===== src/rtl/hvd_pkg.sv =====
`default_nettype none
// ----------------------------------------------------------------------------
// hvd_pkg: shared types and constants for the haversine distance pipeline
// Fixed-point formats, CORDIC arctangent table and register map.
// ----------------------------------------------------------------------------
package hvd_pkg;

    // CORDIC datapath width (Q30 values with gain growth and sign)
    localparam int CW = 34;

    // Square-root datapath: radicand width and number of result bits
    localparam int SQ_W     = 62;
    localparam int SQ_STEPS = 31;

    // Output range
    localparam int                DIST_W   = 26;
    localparam logic [DIST_W-1:0] DIST_MAX = {DIST_W{1'b1}};

    // Register map
    localparam logic REG_RADIUS = 1'b0;
    localparam logic [23:0] RADIUS_RESET = 24'd6371000;

    // Q30 constants
    localparam logic [30:0] Q30_ONE         = 31'h4000_0000;
    localparam logic [CW-1:0] CORDIC_GAIN_INV = 34'h0_26DD_3B6A;
    localparam logic [31:0] TWO_PI_Q29      = 32'd3373259426;

    // atan(2^-i) in turns * 2^32
    localparam logic [31:0] ATAN_TURNS [0:31] = '{
        32'h20000000, 32'h12E4051E, 32'h09FB385B, 32'h051111D4,
        32'h028B0D43, 32'h0145D7E1, 32'h00A2F61E, 32'h00517C55,
        32'h0028BE53, 32'h00145F2F, 32'h000A2F98, 32'h000517CC,
        32'h00028BE6, 32'h000145F3, 32'h0000A2FA, 32'h0000517D,
        32'h000028BE, 32'h0000145F, 32'h00000A30, 32'h00000518,
        32'h0000028C, 32'h00000146, 32'h000000A3, 32'h00000051,
        32'h00000029, 32'h00000014, 32'h0000000A, 32'h00000005,
        32'h00000003, 32'h00000001, 32'h00000001, 32'h00000000
    };

endpackage
`default_nettype wire


===== src/rtl/hvd_isqrt.sv =====
`default_nettype none
// ----------------------------------------------------------------------------
// hvd_isqrt: pipelined integer square root
// Digit-by-digit floor square root, one result bit per stage.
// ----------------------------------------------------------------------------
module hvd_isqrt (
    input  wire logic                     clk,
    input  wire logic                     rst_n,
    input  wire logic                     en,
    input  wire logic                     valid_in,
    input  wire logic [hvd_pkg::SQ_W-1:0] radicand,
    output logic                          valid_out,
    output logic [hvd_pkg::SQ_STEPS-1:0]  root
);
    import hvd_pkg::*;

    logic [SQ_W-1:0]     v_reg [0:SQ_STEPS];
    logic [SQ_W-1:0]     r_reg [0:SQ_STEPS];
    logic [SQ_STEPS:0]   valid_reg;

    // Advance valid bits
    always_ff @(posedge clk or negedge rst_n)
    begin
        if (!rst_n)
        begin
            valid_reg <= '0;
        end
        else if (en)
        begin
            valid_reg <= {valid_reg[SQ_STEPS-1:0], valid_in};
        end
    end

    // Capture the radicand
    always_ff @(posedge clk)
    begin
        if (en)
        begin
            v_reg[0] <= radicand;
            r_reg[0] <= '0;
        end
    end

    // Try one bit per stage
    for (genvar j = 0; j < SQ_STEPS; j++)
    begin : g_step
        localparam logic [SQ_W-1:0] BIT = SQ_W'(1) << (SQ_W - 2 - 2 * j);
        logic [SQ_W-1:0] trial;

        assign trial = r_reg[j] + BIT;

        always_ff @(posedge clk)
        begin
            if (en)
            begin
                if (v_reg[j] >= trial)
                begin
                    v_reg[j+1] <= v_reg[j] - trial;
                    r_reg[j+1] <= (r_reg[j] >> 1) + BIT;
                end
                else
                begin
                    v_reg[j+1] <= v_reg[j];
                    r_reg[j+1] <= r_reg[j] >> 1;
                end
            end
        end
    end

    assign valid_out = valid_reg[SQ_STEPS];
    assign root      = r_reg[SQ_STEPS][SQ_STEPS-1:0];

endmodule
`default_nettype wire


===== config.mk =====
export PLATFORM = sky130hd
export DESIGN_NAME = hvd_isqrt
export DESIGN_NICKNAME = d
export VERILOG_FILES = /design/src/rtl/hvd_pkg.sv /design/src/rtl/hvd_isqrt.sv
export SDC_FILE = /design/constraint.sdc
export NUM_CORES = 2
export LEC_CHECK = 0
export BUFFER_PORTS_ARGS = -buffer_cell sky130_fd_sc_hd__buf_2
export CORE_ASPECT_RATIO = 2
export CORE_MARGIN = 1
export CORE_UTILIZATION = 45
export DETAILED_ROUTE_END_ITERATION = 10
export PLACE_DENSITY = 0.69
export RECOVER_POWER = 100
export SYNTH_ARGS = -nofsm -noshare
export SYNTH_HDL_FRONTEND = slang
export SYNTH_SLANG_ARGS = --single-unit

===== constraint.sdc =====
create_clock -name clk -period 11.55 [get_ports clk]
set_input_delay 3.465 -clock clk [delete_from_list [all_inputs] [get_ports clk]]
set_output_delay 3.465 -clock clk [all_outputs]
set_load 0.02 [all_outputs]

### Word level (Yosys, flattened, before mapping)

Memory sizes are Yosys's and may differ from the RTL's.
Cells that the tools add are included.

| storage, ports and cells | value |
|---|---|
| register bits after elaboration | 32 |
| memory bits (writable) | 3968 |
| bits of input ports | 66 |
| output and inout port bits | 32 |
| logic and storage cells | 439 |
| memories kept | 2 |

Memory list:

| memory | words | bits a word | rd ports | clocked after memory_dff | wr ports | RTL line | RTL |
|---|---|---|---|---|---|---|---|
| r_reg | 32 | 62 | 32 | 0 | 32 | hvd_isqrt.sv:18 | `logic [SQ_W-1:0] r_reg [0:SQ_STEPS];` |
| v_reg | 32 | 62 | 31 | 0 | 32 | hvd_isqrt.sv:17 | `logic [SQ_W-1:0] v_reg [0:SQ_STEPS];` |

| operators by class | value |
|---|---|
| add/sub/neg operators | 93 |
| $lt $le $gt $ge | 31 |
| mux-type cells | 250 |
| bitwise gates (word level) | 62 |

Operators with widths:

| operator | number |
|---|---|
| 2-to-1 mux 62 bit | 62 |
| greater-or-equal comparator 62 bit | 31 |
| subtractor 62 bit | 31 |
| 2-to-1 mux 1 bit | 188 |
| adder 61 x 1 -> 62 bit (second input constant) | 1 |
| adder 61 x 11 -> 62 bit (second input constant) | 1 |
| adder 61 x 13 -> 62 bit (second input constant) | 1 |
| adder 61 x 15 -> 62 bit (second input constant) | 1 |
| adder 61 x 17 -> 62 bit (second input constant) | 1 |
| adder 61 x 19 -> 62 bit (second input constant) | 1 |
| adder 61 x 21 -> 62 bit (second input constant) | 1 |
| adder 61 x 23 -> 62 bit (second input constant) | 1 |
| adder 61 x 25 -> 62 bit (second input constant) | 1 |
| adder 61 x 27 -> 62 bit (second input constant) | 1 |
| adder 61 x 29 -> 62 bit (second input constant) | 1 |
| adder 61 x 3 -> 62 bit (second input constant) | 1 |
| adder 61 x 31 -> 62 bit (second input constant) | 1 |
| adder 61 x 33 -> 62 bit (second input constant) | 1 |
| adder 61 x 35 -> 62 bit (second input constant) | 1 |
| adder 61 x 37 -> 62 bit (second input constant) | 1 |
| adder 61 x 39 -> 62 bit (second input constant) | 1 |
| adder 61 x 41 -> 62 bit (second input constant) | 1 |
| adder 61 x 43 -> 62 bit (second input constant) | 1 |
| adder 61 x 45 -> 62 bit (second input constant) | 1 |
| 43 further kinds | 104 |

### Depth between registers and ports, before layout

| depth | value |
|---|---|
| depth in word-level cells | 6 |
| mapped depth | 15 |
| gate-level depth less buffers | 13 |

### Least setup slack after synthesis

No wires, ideal clock.

| timing | value |
|---|---|
| path type | input port to flip-flop |
| start point | input en |
| end point | memory r_reg[23][38] (netlist: r_reg[11][100]) (enable) |
| setup time | 0.474 ns |
| data arrival time | 6.822 ns |
| data required time | 11.076 ns |
| setup slack | 4.255 ns |
| cell stages on the path | 5 |
| path buffers | 5 |
| path through | clkbuf_1 -> clkbuf_1 -> clkbuf_1 -> clkbuf_1 -> clkbuf_1 |

RTL lines:

| element | RTL line | RTL |
|---|---|---|
| start: declaration | hvd_isqrt.sv:9 | `input wire logic en,` |
| end: declaration | hvd_isqrt.sv:18 |  |

==> insert_results.sql <==
INSERT INTO impl_metrics (metric_group, metric, value, unit) VALUES
('floorplan', 'std_cell_rows', '264', ''),
('yosys', 'most_frequently_used_flop_master_after_synthesis', 'sky130_fd_sc_hd__edfxtp_1', ''),
('sta', 'final_max_slew_viol_count', '1577', ''),
('finish', 'largest_reg_flops', '1922', ''),
('clock_network', 'worstSkewPairLatency', '0.90', 'ns'),
('clock_network', 'clk_root_buffer_cell', 'sky130_fd_sc_hd__clkbuf_16', ''),
('critical_path', 'r2r.worst_path.cells', '8', ''),
('sta', 'slew-limit-headroom', '-1.68', ''),
('detailed_routing', 'detail-route-antenna-nets', '0', ''),
('yosys', 'post-synth-top-area-fraction', '0.621', ''),
('placement', 'dp_worst_setup_slack', '3.94', 'ns'),
('detailed_routing', 'via_per_inst', '5.81', ''),
('sta', 'unrepaired_setup_endpoints_after_global_routing', 'false', ''),
('clock_network', 'clock_path_buffers', '4', ''),
('yosys', 'synthesis.area', '0.117', 'sq mm'),
('global_routing', 'globalRoute.busiestLayer', 'met2', ''),
('yosys', 'ys.warnings.count', '0', ''),
('sta', 'fmaxAchievable', '0.111', 'GHz'),
('global_routing', 'grt_usage', '0.273', ''),
('placement', 'hpwl', '281000', 'um'),
('global_routing', 'antenna_found_initial', '28', ''),
('detailed_routing', 'drt_drc_violations_left', '0', ''),
('finish', 'layout-area-overhead-vs-synth', '10.1', '%'),
('yosys', 'synth.area.top_cells', 'sky130_fd_sc_hd__edfxtp_1 (62%), sky130_fd_sc_hd__ha_1 (5.6%), sky130_fd_sc_hd__xnor2_1 (3.2%)', ''),
('finish', 'share_of_final_layout_standard_cells_stronger_than_drive_strength_1', '0.0655', ''),
('critical_path', 'critical_path.slowest_cell', 'sky130_fd_sc_hd__clkbuf_2', ''),
('sta', 'tightestPinTransition', '4.02', 'ns'),
('yosys', 'synth_commonest_cells', 'sky130_fd_sc_hd__edfxtp_1 (2418), sky130_fd_sc_hd__nand2_1 (729), sky130_fd_sc_hd__inv_1 (664), sky130_fd_sc_hd__o21ai_0 (548), sky130_fd_sc_hd__ha_1 (525)', ''),
('floorplan', 'io-pin-count', '98', ''),
('floorplan', 'chipHeight', '723', 'um'),
('global_routing', 'global_route.usage.met2', '0.571', ''),
('global_routing', 'grt-ovfl-total', '0', ''),
('global_routing', 'grt_max_degree', '228', ''),
('floorplan', 'die-area', '0.262', 'sq mm'),
('finish', 'finish.net_count', '10100', ''),
('detailed_routing', 'route.final.wire_length', '360000', 'um'),
('sta', 'fin_tns_setup', '0', 'ns'),
('critical_path', 'timing.rr.end', 'v_reg[1][814]', ''),
('clock_network', 'cts_buffers', '217', ''),
('power_and_ir_drop', 'sw_frac', '0.309', ''),
('critical_path', 'critPathRequiredTime', '11.97', 'ns'),
('critical_path', 'cpPeakStageDelay', '2.77', 'ns'),
('sta', 'timing.hold.ws', '0.424', 'ns'),
('clock_network', 'post-cts-setup-buffers', '0', ''),
('critical_path', 'path_class', 'in -> reg', ''),
('clock_network', 'clock_tree_from_tritoncts', 'built', ''),
('global_routing', 'grt_pass1_vias', '81600', ''),
('critical_path', 'critical_path.cell_chain', 'buf_12 -> buf_12 -> clkbuf_2 -> clkbuf_2', ''),
('placement', 'numPortBuffers', '97', ''),
('placement', 'gp_congestion', '1.09', ''),
('power_and_ir_drop', 'power.clock.fraction', '0.293', ''),
('status', 'failing_checks', 'capacitance limit, slew limit', ''),
('flow_run', 'maxCapViolCount', '34', ''),
('yosys', 'synth.largest_area_cell', 'sky130_fd_sc_hd__edfxtp_1', ''),
('clock_network', 'clock_transition_at_path_regs', '0.07', 'ns'),
('yosys', 'synthesis.area_per_instance', '12.5', 'sq um'),
('detailed_routing', 'dr.pass1.iters', '8', ''),
('yosys', 'post_synth_edffs', '2418', ''),
('power_and_ir_drop', 'power.total', '0.0251', 'W'),
('critical_path', 'critical_path_buf_inv_count', '4', ''),
('status', 'status', 'finished with violations', ''),
('power_and_ir_drop', 'comb_power_share', '0.219', ''),
('hold_path', 'timing.hold.worst.class', 'reg -> reg', ''),
('critical_path', 'rrSetupSlack', '5.06', 'ns'),
('global_routing', 'grt_util_met3', '0.0425', ''),
('power_and_ir_drop', 'pwr_density_cell', '195', 'mW/mm^2'),
('global_routing', 'grt_first_pass_wirelength', '512000', 'um'),
('hold_path', 'worstHoldEndpoint', 'v_reg[0][585]', ''),
('critical_path', 'timing.critical_path.to_type', 'register', ''),
('sta', 'layout_min_cycle_time', '8.99', 'ns'),
('hold_path', 'hold_start', 'v_reg[0][523]', '');
## final cells by class
type | count | area [sq um]
Antenna cell | 14 | 35.0
Clock buffer | 245 | 5540
Clock inverter | 136 | 1450
Fill cell | 22100 | 130000
Inverter | 665 | 2500
Multi-Input combinational cell | 6018 | 40300
Sequential cell | 2450 | 73400
Tap cell | 3458 | 4330
Timing Repair Buffer | 200 | 1220
## routing by layer
metal  share of wire  wire length, um
met1            0.22            80300
met2            0.59           212000
met3           0.036            13100
met4            0.15            54600
met5         0.00034              123
## metrics by stage
step,instances,cell area (sq um),utilization
after floorplan,9355,117000,-
after global placement,12800,122000,0.472
after detailed placement,12800,122000,0.472
after CTS,13200,129000,0.499
after global routing,13200,129000,0.498
final,13200,129000,0.498
## worst max path at each step
stage	endpoint	depth (start not counted)	from
after floorplan	r_reg[11][100]	5	en
after global placement	v_reg[0][371]	9	en
after detailed placement	v_reg[0][371]	9	en
after CTS	v_reg[1][313]	5	en
after global routing	r_reg[13][14]	4	en
final	r_reg[12][78]	4	en
## power groups by stage
stage	Sequential (W)	Clock, W	Combinational, W
global placement	0.0123	0	0.00530
finish	0.0122	0.00735	0.00550
CTS	0.0122	0.00744	0.00544
global route	0.0123	0.00774	0.00595
detailed placement	0.0124	0	0.00542
floorplan	0.0119	0	0.00379
## worst reg2reg max path, cell delays in order (launching register included)
cell and delay, ns:
sky130_fd_sc_hd__edfxtp_1 0.44, sky130_fd_sc_hd__or4_4 0.54, sky130_fd_sc_hd__or3_1 0.37, sky130_fd_sc_hd__or4_4 0.46, sky130_fd_sc_hd__or4_4 0.50, sky130_fd_sc_hd__or3_2 0.49, sky130_fd_sc_hd__a2111oi_0 1.10, sky130_fd_sc_hd__clkbuf_1 1.74
sky130_fd_sc_hd__mux2_2 0.54
## cell usage in the layout, fill, tap and decap left out, drive strengths merged, types with 216 or more instances in the layout
cell,Yosys,final
nor3,264,264
nor2,518,518
edfxtp,2418,2418
xor2,396,396
nand2,729,729
xnor2,432,432
a21o,216,216
o21ai,549,549
clkbuf,205,314
inv,664,670
ha,525,525
nor4,350,350
a21oi,473,473
## kinds of logic (layout without fill, tap and decap cells)
logic type,after synthesis,count (layout),share of synthesized area
buffers and inverters,887,1246,0.0286
adder cells (fa/ha/maj),525,525,0.0562
AO/OA/AOI/OAI,1712,1712,0.0898
flip-flops,2450,2450,0.628
XOR/XNOR,828,828,0.0620
AND/OR/NAND/NOR,2848,2848,0.126
multiplexers,105,105,0.00995
other,0,14,0
No activity file was read; power rests on OpenSTA's default activity.
